## config.mk

```make
export PLATFORM = sky130hd
export DESIGN_NAME = wcc_front
export DESIGN_NICKNAME = d
export VERILOG_FILES = /design/src/rtl/wcc_pkg.sv /design/src/rtl/wcc_front.sv
export VERILOG_INCLUDE_DIRS = /design/src /design/src/rtl
export SDC_FILE = /design/constraint.sdc
export NUM_CORES = 1
export LEC_CHECK = 0
export ABC_AREA = 1
export BUFFER_PORTS_ARGS = -buffer_cell sky130_fd_sc_hd__buf_2
export CAP_MARGIN = 40
export CORE_MARGIN = 4
export CORE_UTILIZATION = 51
export DETAILED_ROUTE_END_ITERATION = 6
export GPL_TIMING_DRIVEN = 0
export PLACE_DENSITY = 0.7
export SYNTH_ARGS = -nofsm -noshare
export SYNTH_HDL_FRONTEND = slang
export SYNTH_SLANG_ARGS = --single-unit
```

## constraint.sdc

```tcl
create_clock -name clk -period 3.5 [get_ports clk]
set_clock_uncertainty 0.15 [all_clocks]
set_input_delay 0.7 -clock clk [delete_from_list [all_inputs] [get_ports clk]]
set_output_delay 0.7 -clock clk [all_outputs]
set_load 0.02 [all_outputs]
```

## src/rtl/assert_macros.svh

```systemverilog
// assertion macros shared by the front and back end rtl files of the window clique counter
`ifndef ASSERT_MACROS_SVH
`define ASSERT_MACROS_SVH

// same-cycle implication, quiet during reset
`define WCC_ASSERT_NOW(label, ante, cons, msg) \
	label: assert property (@(posedge clk) disable iff (!arst_n) (ante) |-> (cons)) \
		else $error(msg);

// next-cycle implication, quiet during reset
`define WCC_ASSERT_NEXT(label, ante, cons, msg) \
	label: assert property (@(posedge clk) disable iff (!arst_n) (ante) |=> (cons)) \
		else $error(msg);

`endif

```

## src/rtl/wcc_pkg.sv

```systemverilog
// shared types and constants of the window clique counter
`default_nettype none
package wcc_pkg;

	localparam int ANCHOR_W = 48;
	localparam int TOTAL_W = 63;
	localparam logic [ANCHOR_W-1:0] ANCHOR_MAX = '1;
	localparam logic [TOTAL_W-1:0] TOTAL_MAX = '1;

	localparam int WIDTH_W = 31;
	localparam int CLIQUE_W = 5;
	localparam logic [WIDTH_W-1:0] WIDTH_RESET = 31'd16777;
	localparam logic [CLIQUE_W-1:0] CLIQUE_RESET = 5'd3;
	localparam logic [CLIQUE_W-1:0] CLIQUE_MAX = 5'd16;

	localparam int QUEUE_DEPTH = 2;
	localparam int QPW = 1;

	typedef struct packed {
		logic [WIDTH_W-1:0] window_width;
		logic [CLIQUE_W-1:0] clique_size;
	} cfg_t;

	typedef struct packed {
		logic set_end;
		logic order_err;
	} item_tag_t;

endpackage
`default_nettype wire

```

## src/rtl/wcc_front.sv

```systemverilog
// input side: takes samples, flags descending values, queues them for the back end
`default_nettype none
`include "assert_macros.svh"
module wcc_front
	import wcc_pkg::*;
#(
	parameter int VALUE_BITS = 32
) (
	input  wire logic                         clk,
	input  wire logic                         arst_n,
	input  wire logic signed [VALUE_BITS-1:0] sample_value,
	input  wire logic                         set_end,
	input  wire logic                         sample_valid,
	output logic                              sample_stall,
	output logic                              q_valid,
	output logic signed [VALUE_BITS-1:0]      q_value,
	output item_tag_t                         q_tag,
	input  wire logic                         q_pop
);

	logic signed [VALUE_BITS-1:0] qv_q [QUEUE_DEPTH];
	item_tag_t                    qt_q [QUEUE_DEPTH];
	logic [QPW-1:0]               wr_ptr_q;
	logic [QPW-1:0]               rd_ptr_q;
	logic [QPW:0]                 count_q;
	logic signed [VALUE_BITS-1:0] prev_q;
	logic                         first_q;
	logic                         push;
	logic                         order_err;

	assign sample_stall = (count_q == (QPW+1)'(QUEUE_DEPTH));
	assign push = sample_valid && !sample_stall;
	// first value of a set has no predecessor to compare against
	assign order_err = !first_q && (sample_value < prev_q);

	assign q_valid = (count_q != '0);
	assign q_value = qv_q[rd_ptr_q];
	assign q_tag = qt_q[rd_ptr_q];

	function automatic logic [QPW-1:0] qnext(input logic [QPW-1:0] p);
		return (p == QPW'(QUEUE_DEPTH - 1)) ? '0 : p + QPW'(1);
	endfunction

	always_ff @(posedge clk or negedge arst_n) begin
		if (!arst_n) begin
			wr_ptr_q <= '0;
			rd_ptr_q <= '0;
			count_q <= '0;
			prev_q <= '0;
			first_q <= 1'b1;
		end else begin
			if (push) begin
				wr_ptr_q <= qnext(wr_ptr_q);
				prev_q <= sample_value;
				first_q <= set_end;
			end
			if (q_pop) begin
				rd_ptr_q <= qnext(rd_ptr_q);
			end
			if (push && !q_pop) begin
				count_q <= count_q + (QPW+1)'(1);
			end else if (!push && q_pop) begin
				count_q <= count_q - (QPW+1)'(1);
			end
		end
	end

	always_ff @(posedge clk) begin
		if (push) begin
			qv_q[wr_ptr_q] <= sample_value;
			qt_q[wr_ptr_q] <= '{set_end: set_end, order_err: order_err};
		end
	end

	`WCC_ASSERT_NOW(a_queue_bound, 1'b1, count_q <= (QPW+1)'(QUEUE_DEPTH), "queue overfilled")
	`WCC_ASSERT_NOW(a_pop_nonempty, q_pop, count_q != '0, "pop from empty queue")
	`WCC_ASSERT_NEXT(a_first_after_end, push && set_end, first_q, "no new set after set end")

endmodule
`default_nettype wire

```

==> summary.md <==
| Metric | Value |
|---|---|
| Setup crit start kind | `register` |
| Ys async rst share | `35.24%` |
| Fmax | `384.1 MHz` |
| First drt pass iteration count | `4` |
| Worst Path Max Fanout | `10` |
| Gpl congestion | `0.7218` |
| Slew HR | `59.03%` |
| Hold Buf Count CTS | `0` |
| Root Buffer | `clkbuf_8` |
| Final nets | `527` |
| Netlist Area Pre-Place | `4705 µm²` |
| Synth area leader | `edfxtp_1` |
| Post-layout minimum cycle time | `2604 ps` |
| CP endpoint kind | `output pin` |
| CTS Buf Count | `9` |
| LEAKAGE | `0.002435 µW` |
| CTS tree | `done` |
| Top post-synthesis cells by count | `edfxtp_1 (68), nand2_1 (62), inv_1 (45), dfrtp_1 (36), mux2_2 (34)` |
| Slew Viols, Final | `0` |
| Fill count | `688` |
| Critical path type | `reg2out` |
| R2r setup slk | `1320 ps` |
| Yosys top cell area share | `43.40%` |
| Post-synthesis cell type count | `24` |
| Routed WL | `8.914 mm` |
| Dpl cells | `555` |
| Synth-to-Final Area Change | `17.71%` |
| Port bufs | `72` |
| Die Y-Extent | `104.0 µm` |
| Worst Path Arrival | `1750 ps` |
| Clock-pin slew on the worst setup and hold paths | `110 ps` |
| Power Dens Cells | `826.8 nW/µm²` |
| Vias post-DR | `2946` |
| GRT overflow | `0` |
| Syn_nets | `441` |
| All-Layer GR Usage | `17.79%` |
| Most used DFF post-synth | `edfxtp_1` |
| Finished Layout Cells | `571` |
| Reg2reg path depth | `8` |
| I/O Pins | `73` |
| Peak supply drop | `0.3501 mV` |
| Wire per inst | `15.61 µm` |
| H-tree Lvls | `3` |
| Post-CTS setup buffers | `0` |
| Multi-input gate area | `1493 µm²` |
| Final Hold Viols | `0` |
| Mean post-synth cell area | `12.65 µm²` |
| Register area share after synthesis | `63.11%` |
| Largest net degree at the start of global routing | `26` |
| Seq cells post-synth | `105` |
| Vias in the first global route | `3207` |
| Status | `finished clean` |
| Setup_tns | `0 ps` |
| Cts repair resizes | `0` |
| Crit path from | `rd_ptr_q` |
| Max clock buf depth | `2` |
| Reg2reg end | `count_q[1]` |
| Core Area | `8848 µm²` |
| Min-delay worst type | `in2async` |
| Clk Latency, worst-skew pair | `360 ps` |
| Count leader, synth | `edfxtp_1` |
| Via/cell ratio | `5.159` |
| Storage element area | `2969 µm²` |
| Starting density of the core | `53.17%` |
| ANT cells | `0` |
| EDFF count, synth | `68` |
| Initial DRC Count | `112` |
| Die area | `10830 µm²` |
| Syn Inst Count | `372` |
| Worst path required time | `2650 ps` |
| Dpl hpwl | `6.280 mm` |
| RR Startpoint | `count_q[0]` |
| RSZ-0062 raised after global routing | `no` |
| Synth area leaders | `edfxtp_1 (43%), dfrtp_1 (19%), ha_1 (8.5%)` |
| FP Rows | `34` |
| Max_cap viols | `0` |
| Endpoints failing setup | `0` |
| Die Span X | `104.0 µm` |
| Final ANT Viol Nets | `0` |
| Part of the cycle the worst path needs | `74.39%` |
| Initial antenna violation count | `1` |
| First-pass GRT wire length | `15.48 mm` |
| CTS Sinks | `105` |
| Yosys synthesis warning count | `0` |
| Least-Margin Pin Slew | `613.1 ps` |
| DRC violations left | `0` |
| Ratio of cells with drive above 1 in the final layout | `33.48%` |
## worst max path at each step
| stage | end | slack, ps | depth (start not counted) |
|---|---|---|---|
| finish | q_value[18] | 900 | 4 |
| floorplan | qt_q[1][0] | 670 | 2 |
| global route | q_tag[0] | 790 | 4 |
| CTS | q_tag[0] | 860 | 4 |
| global placement | qv_q[1][19] | -440 | 3 |
| detailed placement | qt_q[1][0] | 1130 | 12 |
## through the flow
stage / hold slack, ps / instance area, µm² / worst slack [ps] / util, % / power [µW]
6_report: 124.9 / 5538 / 896.4 / 62.58 / 4579
3_3_place_gp: 317.6 / 5200 / -438.0 / 58.77 / 3599
3_5_place_dp: 328.8 / 5290 / 1134 / 59.79 / 3719
2_1_floorplan: 254.4 / 4705 / 673.5 / - / 3146
4_1_cts: 125.0 / 5538 / 856.4 / 62.58 / 4637
5_1_grt: 129.5 / 5538 / 785.8 / 62.58 / 4912
## power by group
| part | switching (µW) | internal (µW) |
|---|---|---|
| clock network | 422 | 482 |
| registers | 99.7 | 1740 |
| logic | 1120 | 724 |
## area by class of cell
| class | count | area share, % |
|---|---|---|
| flip-flops and latches | 105 | 53.62 |
| multi-input cells | 210 | 26.95 |
| repair buffers | 75 | 7.863 |
| inverters | 46 | 3.118 |
| well taps | 108 | 2.440 |
| clock buffers | 9 | 2.237 |
| clock inverters | 7 | 2.237 |
| plain buffers | 11 | 1.536 |
## per-layer routing
layer | vias up | track usage, % | share of wire (%)
li1 | 1446 | - | -
met1 | 1421 | 22.08 | 42
met2 | 69 | 30.78 | 51
met3 | 8 | 4.097 | 5.1
met4 | 2 | 5.888 | 1.0
met5 | - | 0 | 0.079
## sequential cells by signal, indices dropped and copies added (netlist names)
register and count:
qv_q 64, prev_q 32, qt_q 4, count_q 2, first_q 1, rd_ptr_q 1, wr_ptr_q 1
## cells in the final DEF (no fill, tap or decap), types with 11 or more instances in the layout
| master | n |
|---|---|
| o21ai_1 | 18 |
| a21oi_1 | 17 |
| ha_1 | 32 |
| nor2_1 | 11 |
| buf_2 | 77 |
| edfxtp_1 | 68 |
| mux2_2 | 34 |
| inv_1 | 45 |
| o21ai_2 | 13 |
| dfrtp_1 | 36 |
| nand2_1 | 62 |
## cell families (layout without fill, tap and decap cells)
logic type	after synthesis	after routing	share of synthesized area [%]
compound gates	57	57	7.154
buf+inv	57	148	5.478
fa+ha+maj	32	32	8.511
flops	105	105	63.11
xor+xnor	3	3	0.5586
simple gates	84	84	7.048
mux	34	34	8.138
## worst max-delay path, cell delays in order, from the launching register on
cell	delay [ps]
dfrtp_1	330
buf_2	210
buf_2	330
mux2_2	380
buf_2	160
Note: power is estimated with default switching activity, not from simulation.
