--- src/rtl/assert_macros.svh ---
// assertion macros shared by the front and back end rtl files of the window clique counter
`ifndef ASSERT_MACROS_SVH
`define ASSERT_MACROS_SVH

// same-cycle implication, quiet during reset
`define WCC_ASSERT_NOW(label, ante, cons, msg) \
	label: assert property (@(posedge clk) disable iff (!arst_n) (ante) |-> (cons)) \
		else $error(msg);

// next-cycle implication, quiet during reset
`define WCC_ASSERT_NEXT(label, ante, cons, msg) \
	label: assert property (@(posedge clk) disable iff (!arst_n) (ante) |=> (cons)) \
		else $error(msg);

`endif

--- src/rtl/wcc_pkg.sv ---
// shared types and constants of the window clique counter
`default_nettype none
package wcc_pkg;

	localparam int ANCHOR_W = 48;
	localparam int TOTAL_W = 63;
	localparam logic [ANCHOR_W-1:0] ANCHOR_MAX = '1;
	localparam logic [TOTAL_W-1:0] TOTAL_MAX = '1;

	localparam int WIDTH_W = 31;
	localparam int CLIQUE_W = 5;
	localparam logic [WIDTH_W-1:0] WIDTH_RESET = 31'd16777;
	localparam logic [CLIQUE_W-1:0] CLIQUE_RESET = 5'd3;
	localparam logic [CLIQUE_W-1:0] CLIQUE_MAX = 5'd16;

	localparam int QUEUE_DEPTH = 2;
	localparam int QPW = 1;

	typedef struct packed {
		logic [WIDTH_W-1:0] window_width;
		logic [CLIQUE_W-1:0] clique_size;
	} cfg_t;

	typedef struct packed {
		logic set_end;
		logic order_err;
	} item_tag_t;

endpackage
`default_nettype wire

--- src/rtl/wcc_back.sv ---
// back end: drops stale window entries, works out the binomial count, accumulates
`default_nettype none
`include "assert_macros.svh"
module wcc_back
	import wcc_pkg::*;
#(
	parameter int WINDOW_DEPTH = 256,
	parameter int VALUE_BITS = 32
) (
	input  wire logic                             clk,
	input  wire logic                             arst_n,
	input  wire cfg_t                             cfg,
	input  wire logic                             q_valid,
	input  wire logic signed [VALUE_BITS-1:0]     q_value,
	input  wire item_tag_t                        q_tag,
	output logic                                  q_pop,
	output logic [$clog2(WINDOW_DEPTH)-1:0]       ram_rd_addr,
	input  wire logic signed [VALUE_BITS-1:0]     ram_rd_data,
	output logic                                  ram_wr_en,
	output logic [$clog2(WINDOW_DEPTH)-1:0]       ram_wr_addr,
	output logic signed [VALUE_BITS-1:0]          ram_wr_data,
	output logic [ANCHOR_W-1:0]                   anchor_groups,
	output logic [TOTAL_W-1:0]                    running_total,
	output logic                                  overflow_flag,
	output logic                                  order_error,
	output logic                                  end_of_set,
	output logic                                  result_valid,
	input  wire logic                             result_stall
);

	localparam int AW = $clog2(WINDOW_DEPTH);
	localparam int HB = $clog2(WINDOW_DEPTH + 1);
	localparam int HW = (HB > 4) ? HB : 4;
	localparam int CMPW = (VALUE_BITS + 1 > WIDTH_W + 1) ? VALUE_BITS + 1 : WIDTH_W + 1;
	localparam int PW = ANCHOR_W + HB;
	localparam int NDIG = (PW + 7) / 8;
	localparam int DW = NDIG * 8;
	localparam int DCW = (NDIG > 1) ? $clog2(NDIG) : 1;

	typedef enum logic [4:0] {
		S_IDLE = 5'b00001,
		S_SCAN = 5'b00010,
		S_MUL  = 5'b00100,
		S_DIV  = 5'b01000,
		S_DONE = 5'b10000
	} bk_state_t;

	bk_state_t                    state_q;
	logic [AW-1:0]                head_q;
	logic [AW-1:0]                tail_q;
	logic [HB-1:0]                held_q;
	logic [TOTAL_W-1:0]           total_q;
	logic                         ovf_flag_q;
	logic                         ord_flag_q;
	logic signed [VALUE_BITS-1:0] v_q;
	logic                         end_q;
	logic                         item_ord_q;
	logic [3:0]                   r_q;
	logic [3:0]                   i_q;
	logic [ANCHOR_W-1:0]          c_q;
	logic                         sat_q;
	logic [DW-1:0]                num_q;
	logic [3:0]                   rem_q;
	logic [DCW-1:0]               dig_q;
	logic                         result_valid_q;
	logic [ANCHOR_W-1:0]          anchor_q;
	logic [TOTAL_W-1:0]           total_out_q;
	logic                         ovf_out_q;
	logic                         ord_out_q;
	logic                         end_out_q;

	logic signed [CMPW-1:0]       v_ext;
	logic signed [CMPW-1:0]       e_ext;
	logic signed [CMPW-1:0]       w_ext;
	logic signed [CMPW-1:0]       diff;
	logic                         stale;
	logic [3:0]                   r_clamp;
	logic [4:0]                   div_d;
	logic                         i_ge_h;
	logic [HB-1:0]                mul_h;
	logic [PW-1:0]                prod;
	logic [4:0]                   dv_t;
	logic [3:0]                   dv_r;
	logic [7:0]                   dv_q;
	logic [DW-1:0]                quot;
	logic                         quot_sat;
	logic [TOTAL_W:0]             sum;
	logic                         tot_sat;
	logic                         full;
	logic                         commit;

	function automatic logic [AW-1:0] ring_next(input logic [AW-1:0] p);
		return (p == AW'(WINDOW_DEPTH - 1)) ? '0 : p + AW'(1);
	endfunction

	// stale when the new value lies more than the width above the oldest entry
	assign v_ext = CMPW'(v_q);
	assign e_ext = CMPW'(ram_rd_data);
	assign w_ext = CMPW'(cfg.window_width);
	assign diff = v_ext - e_ext;
	assign stale = (held_q != '0) && (diff > w_ext);

	always_comb begin
		if (cfg.clique_size == '0) begin
			r_clamp = 4'd0;
		end else if (cfg.clique_size > CLIQUE_MAX) begin
			r_clamp = 4'(CLIQUE_MAX - 5'd1);
		end else begin
			r_clamp = 4'(cfg.clique_size - 5'd1);
		end
	end

	assign div_d = {1'b0, i_q} + 5'd1;
	assign i_ge_h = (HW'(i_q) >= HW'(held_q));
	assign mul_h = held_q - HB'(i_q);
	assign prod = PW'(c_q) * PW'(mul_h);

	// eight restoring steps per cycle, divisor at most fifteen
	always_comb begin
		dv_r = rem_q;
		dv_q = '0;
		for (int j = 7; j >= 0; j--) begin
			dv_t = {dv_r, num_q[DW-8+j]};
			if (dv_t >= div_d) begin
				dv_r = 4'(dv_t - div_d);
				dv_q[j] = 1'b1;
			end else begin
				dv_r = dv_t[3:0];
			end
		end
	end

	assign quot = {num_q[DW-9:0], dv_q};
	assign quot_sat = (quot > DW'(ANCHOR_MAX));

	assign sum = {1'b0, total_q} + (TOTAL_W+1)'(c_q);
	assign tot_sat = sum[TOTAL_W];
	assign full = (held_q == HB'(WINDOW_DEPTH));
	assign commit = (state_q == S_DONE) && (!result_valid_q || !result_stall);

	assign q_pop = (state_q == S_IDLE) && q_valid;
	assign ram_rd_addr = ((state_q == S_SCAN) && stale) ? ring_next(tail_q) : tail_q;
	assign ram_wr_en = commit;
	assign ram_wr_addr = head_q;
	assign ram_wr_data = v_q;

	always_ff @(posedge clk or negedge arst_n) begin
		if (!arst_n) begin
			state_q <= S_IDLE;
			head_q <= '0;
			tail_q <= '0;
			held_q <= '0;
			total_q <= '0;
			ovf_flag_q <= 1'b0;
			ord_flag_q <= 1'b0;
			result_valid_q <= 1'b0;
			r_q <= '0;
			i_q <= '0;
			dig_q <= '0;
		end else begin
			if (commit) begin
				result_valid_q <= 1'b1;
			end else if (!result_stall) begin
				result_valid_q <= 1'b0;
			end
			case (state_q)
				S_IDLE: begin
					if (q_valid) begin
						r_q <= r_clamp;
						state_q <= S_SCAN;
					end
				end
				S_SCAN: begin
					if (stale) begin
						tail_q <= ring_next(tail_q);
						held_q <= held_q - HB'(1);
					end else begin
						i_q <= '0;
						state_q <= (r_q == '0) ? S_DONE : S_MUL;
					end
				end
				S_MUL: begin
					dig_q <= '0;
					state_q <= i_ge_h ? S_DONE : S_DIV;
				end
				S_DIV: begin
					dig_q <= dig_q + DCW'(1);
					if (dig_q == DCW'(NDIG - 1)) begin
						i_q <= i_q + 4'd1;
						if (quot_sat || (div_d == {1'b0, r_q})) begin
							state_q <= S_DONE;
						end else begin
							state_q <= S_MUL;
						end
					end
				end
				S_DONE: begin
					if (commit) begin
						state_q <= S_IDLE;
						if (end_q) begin
							head_q <= '0;
							tail_q <= '0;
							held_q <= '0;
							total_q <= '0;
							ovf_flag_q <= 1'b0;
							ord_flag_q <= 1'b0;
						end else begin
							head_q <= ring_next(head_q);
							// full window: oldest entry gives way to the new one
							if (full) begin
								tail_q <= ring_next(tail_q);
							end else begin
								held_q <= held_q + HB'(1);
							end
							total_q <= tot_sat ? TOTAL_MAX : sum[TOTAL_W-1:0];
							ovf_flag_q <= ovf_flag_q || sat_q || tot_sat || full;
							ord_flag_q <= ord_flag_q || item_ord_q;
						end
					end
				end
				default: begin
					state_q <= S_IDLE;
				end
			endcase
		end
	end

	always_ff @(posedge clk) begin
		case (state_q)
			S_IDLE: begin
				v_q <= q_value;
				end_q <= q_tag.set_end;
				item_ord_q <= q_tag.order_err;
				sat_q <= 1'b0;
			end
			S_SCAN: begin
				c_q <= ANCHOR_W'(1);
			end
			S_MUL: begin
				if (i_ge_h) begin
					c_q <= '0;
				end
				num_q <= DW'(prod);
				rem_q <= '0;
			end
			S_DIV: begin
				num_q <= quot;
				rem_q <= dv_r;
				if (dig_q == DCW'(NDIG - 1)) begin
					if (quot_sat) begin
						c_q <= ANCHOR_MAX;
						sat_q <= 1'b1;
					end else begin
						c_q <= quot[ANCHOR_W-1:0];
					end
				end
			end
			S_DONE: begin
				if (commit) begin
					anchor_q <= c_q;
					total_out_q <= tot_sat ? TOTAL_MAX : sum[TOTAL_W-1:0];
					ovf_out_q <= ovf_flag_q || sat_q || tot_sat || full;
					ord_out_q <= ord_flag_q || item_ord_q;
					end_out_q <= end_q;
				end
			end
			default: begin
			end
		endcase
	end

	assign result_valid = result_valid_q;
	assign anchor_groups = anchor_q;
	assign running_total = total_out_q;
	assign overflow_flag = ovf_out_q;
	assign order_error = ord_out_q;
	assign end_of_set = end_out_q;

	`WCC_ASSERT_NOW(a_held_bound, 1'b1, held_q <= HB'(WINDOW_DEPTH), "window holds too many entries")
	`WCC_ASSERT_NOW(a_rem_below_div, state_q == S_DIV, rem_q < div_d, "division remainder too large")
	`WCC_ASSERT_NEXT(a_set_cleared, commit && end_q, (held_q == '0) && (total_q == '0),
		"set state not cleared after last item")

endmodule
`default_nettype wire
--- config.mk ---
export PLATFORM = sky130hd
export DESIGN_NAME = wcc_back
export DESIGN_NICKNAME = d
export VERILOG_FILES = /design/src/rtl/wcc_pkg.sv /design/src/rtl/wcc_back.sv
export VERILOG_INCLUDE_DIRS = /design/src /design/src/rtl
export SDC_FILE = /design/constraint.sdc
export NUM_CORES = 2
export LEC_CHECK = 0
export ABC_AREA = 1
export BUFFER_PORTS_ARGS = -buffer_cell sky130_fd_sc_hd__clkbuf_2
export CAP_MARGIN = 20
export CORE_ASPECT_RATIO = 1.4
export CORE_UTILIZATION = 55
export DETAILED_ROUTE_END_ITERATION = 6
export MAX_ROUTING_LAYER = met4
export PLACE_DENSITY = 0.83
export SETUP_SLACK_MARGIN = 0.5
export SLEW_MARGIN = 10
export SYNTH_ARGS = -nofsm -noshare
export SYNTH_HDL_FRONTEND = slang
export SYNTH_SLANG_ARGS = --single-unit
--- constraint.sdc ---
create_clock -name clk -period 12.05 [get_ports clk]
set_input_delay 0.6025 -clock clk [delete_from_list [all_inputs] [get_ports clk]]
set_output_delay 0.6025 -clock clk [all_outputs]
set_load 0.01 [all_outputs]
==> run metrics <==
total track usage 32.9%; Yosys warning count 0; most common cell in the synthesized netlist nand2_1; Relative slew margins 30.7%; worst slew pin tran 1040 ps; number of remaining DRC errors 0; CTS tree yes; Util after Layout 61.6%; Die W 218 µm; RePlAce Congestion 1.00; post-synth top area share 22.2%; post-synth net total 5,098; CTS HTree Levels 2; Die Area 0.0661 mm²; Core Rows 110; unrepaired setup endpoints after global routing false; Routed Antenna Nets 0; fillers 5,558; DR pass1 iterations 6; vias in the first global route 32,366; synthesized area 0.0358 mm²; mean post-synth cell area 8.10 µm²; io pins 271; biggest area consumer among synthesized cells edfxtp_1; chip height 304 µm; most used cell, CP nand2_1; crit path kind register to register; max frequency 94.1 MHz; share of cells above drive strength 1 10.5%; CTS Buf Count 39; largest net degree at the start of global routing 79; via-per-instance ratio 5.62; fin crit period 10,630 ps; sequential element share of the synthesized area 29.7%; final setup vio count 0; Worst EP required 12,400 ps; Hold Path Class input port to register; Startpoint Class register; outcome finished, final reports clean; PortBufs 270; max-cap violations 0; Starting Density 55.7%; DR WL/cell 18.7 µm; Max FO, Critical Path 8; number of antenna violations at the first check in global routing 2; top cells by area, synth edfxtp_1, fa_1, nand2_1; Critical Path Max Stage Delay 450 ps; grt total ovfl 0; FFs w/ async S/R, synth 28.8%; Sum Neg Setup Slack 0 ps; Synth cell types 63; Core Region 0.0643 mm²; ys flop type edfxtp_1; FF+latch area 0.0106 mm²; DR iter-0 viols 2,370; Num Clock Sinks 372; hpwl dp 80,800 µm; Final Hold Fails 0; number of synthesized flops with an enable pin 265; Crit. End Element register; CTS root buf clkbuf_16; multi-input logic area 0.0221 mm²; NumNets Final 5,355; Post-Route WL 104,000 µm; CP Data Arrival Time 10,980 ps; top post-synthesis cells by count nand2_1, inv_1, nor2_1; clk buf depth 3; Max Slew Vio Count 0; Layout Skew 41.9 ps; DR vias 31,217; Clock transition at path regs 70 ps; CP max stage cell dfrtp_2; Gate Count Post-Synth 4,421; first-pass GRT wire length 166,000 µm; Tcrit/Tclk final 88.2%; clock latency on the worst-skew pair 610 ps; area grow syn2layout 10.7%; Yosys reg bits 372
## cell type report
class	count	area share [%]
multi-input cells	3220	55.8
flip-flops and latches	372	26.9
inverters	739	7.00
repair buffers	306	4.11
well taps	840	2.65
clock buffers	44	2.62
clock inverters	28	0.910
diodes	1	0.00632
## critical path, delay by kind of cell, from the launching register on
family	cells	cell delay [ps]
DFF	1	450
buffers and inverters	14	1250
adders and majority gates	8	2330
AOI/OAI and AO/OA	15	2150
and+or+nand+nor	41	4190
## layer usage
metal	up-vias	part of all wire, %	GRT usage, %
met4	0	5.6	16.5
met2	1262	52	58.5
met3	381	6.3	4.67
li1	14618	-	-
met5	-	0	-
met1	14956	36	35.5
## state kept, by name, indices dropped and copies added, names as in the netlist, 5 cells and up
name           cells
held_q             9
running_total     63
ram_wr_addr        8
total_q           63
anchor_groups     48
num_q             64
c_q               48
state_q            5
ram_wr_data       32
tail_q             8
## cells by family after synthesis
| group | Yosys count | synth area share (%) |
|---|---|---|
| buffers and inverters | 829 | 8.83 |
| AOI/OAI and AO/OA | 605 | 9.35 |
| adders and majority gates | 571 | 27.0 |
| and+or+nand+nor | 1936 | 22.5 |
| DFF | 372 | 29.7 |
| xor gates and xnor gates | 108 | 2.64 |
## path summary, 6_finish.rpt
path | endpoint | slack [ps] | startpoint | cells after the start
worst max-delay path | c_q[0]$_DFFE_PP_ | 1420 | i_q[0]$_DFFE_PN0P_ | 78
worst min-delay path | end_q$_DFFE_PN_ | 170 | q_tag[1] | 1
worst max register to register | c_q[0]$_DFFE_PP_ | 1420 | i_q[0]$_DFFE_PN0P_ | 78
worst min register to register | ovf_flag_q$_DFFE_PN0P_ | 490 | ovf_flag_q$_DFFE_PN0P_ | 2
max in group asynchronous | total_q[26]$_DFFE_PN0P_ | 10090 | arst_n | 3
min in group asynchronous | state_q[3]$_DFFE_PN0P_ | 550 | arst_n | 2
## through the flow
stage | hold WS [ps] | instances | area [µm²] | worst slack, ps
after floorplan | 307 | 4421 | 35800 | 1720
after global placement | 469 | 5465 | 38000 | 764
after detailed placement | 472 | 5465 | 38000 | 419
after CTS | 148 | 5538 | 39400 | 546
after global routing | 165 | 5550 | 39600 | 464
final | 170 | 5550 | 39600 | 1420
## cells in the final DEF (no fill, tap or decap), types with 8 or more instances in the layout
cell       netlist  routed
ha_1           237     236
nor3_1          35      35
a21o_1          27      27
nand3_2         28      33
nand3_1        144     139
edfxtp_1       265     265
o21bai_1        19      19
xor2_1          70      70
a31oi_1         30      30
fa_1           334     333
o21ai_2          7      10
dfrtp_1        106     105
nand4_1         33      33
or2_1           10      10
nand2_2         10      12
o21ai_1         32      32
clkinv_2         0       9
inv_1          726     721
inv_2           12      17
clkbuf_2         0     269
clkbuf_16        0      41
a21oi_1        237     235
nor4_1          18      18
o21ai_0        204     200
buf_4            1      36
nand2_1       1154    1152
nor2_1         455     451
o22ai_1          8       8
or2_2           16      16
o211ai_1         8       8
xnor2_1         38      38
## what timing repair did
item | CTS | global route
endpoints found under the hold margin | 15 | 0
hold buffers | 1 | 0
pin swaps | 0 | 10
gates resized for setup | 3 | 28
setup endpoints to repair | 4 | 8
setup buffers | 0 | 11
Power is not shown: default switching activity piles up to over one toggle a cycle in this logic, so the estimate is an artifact.
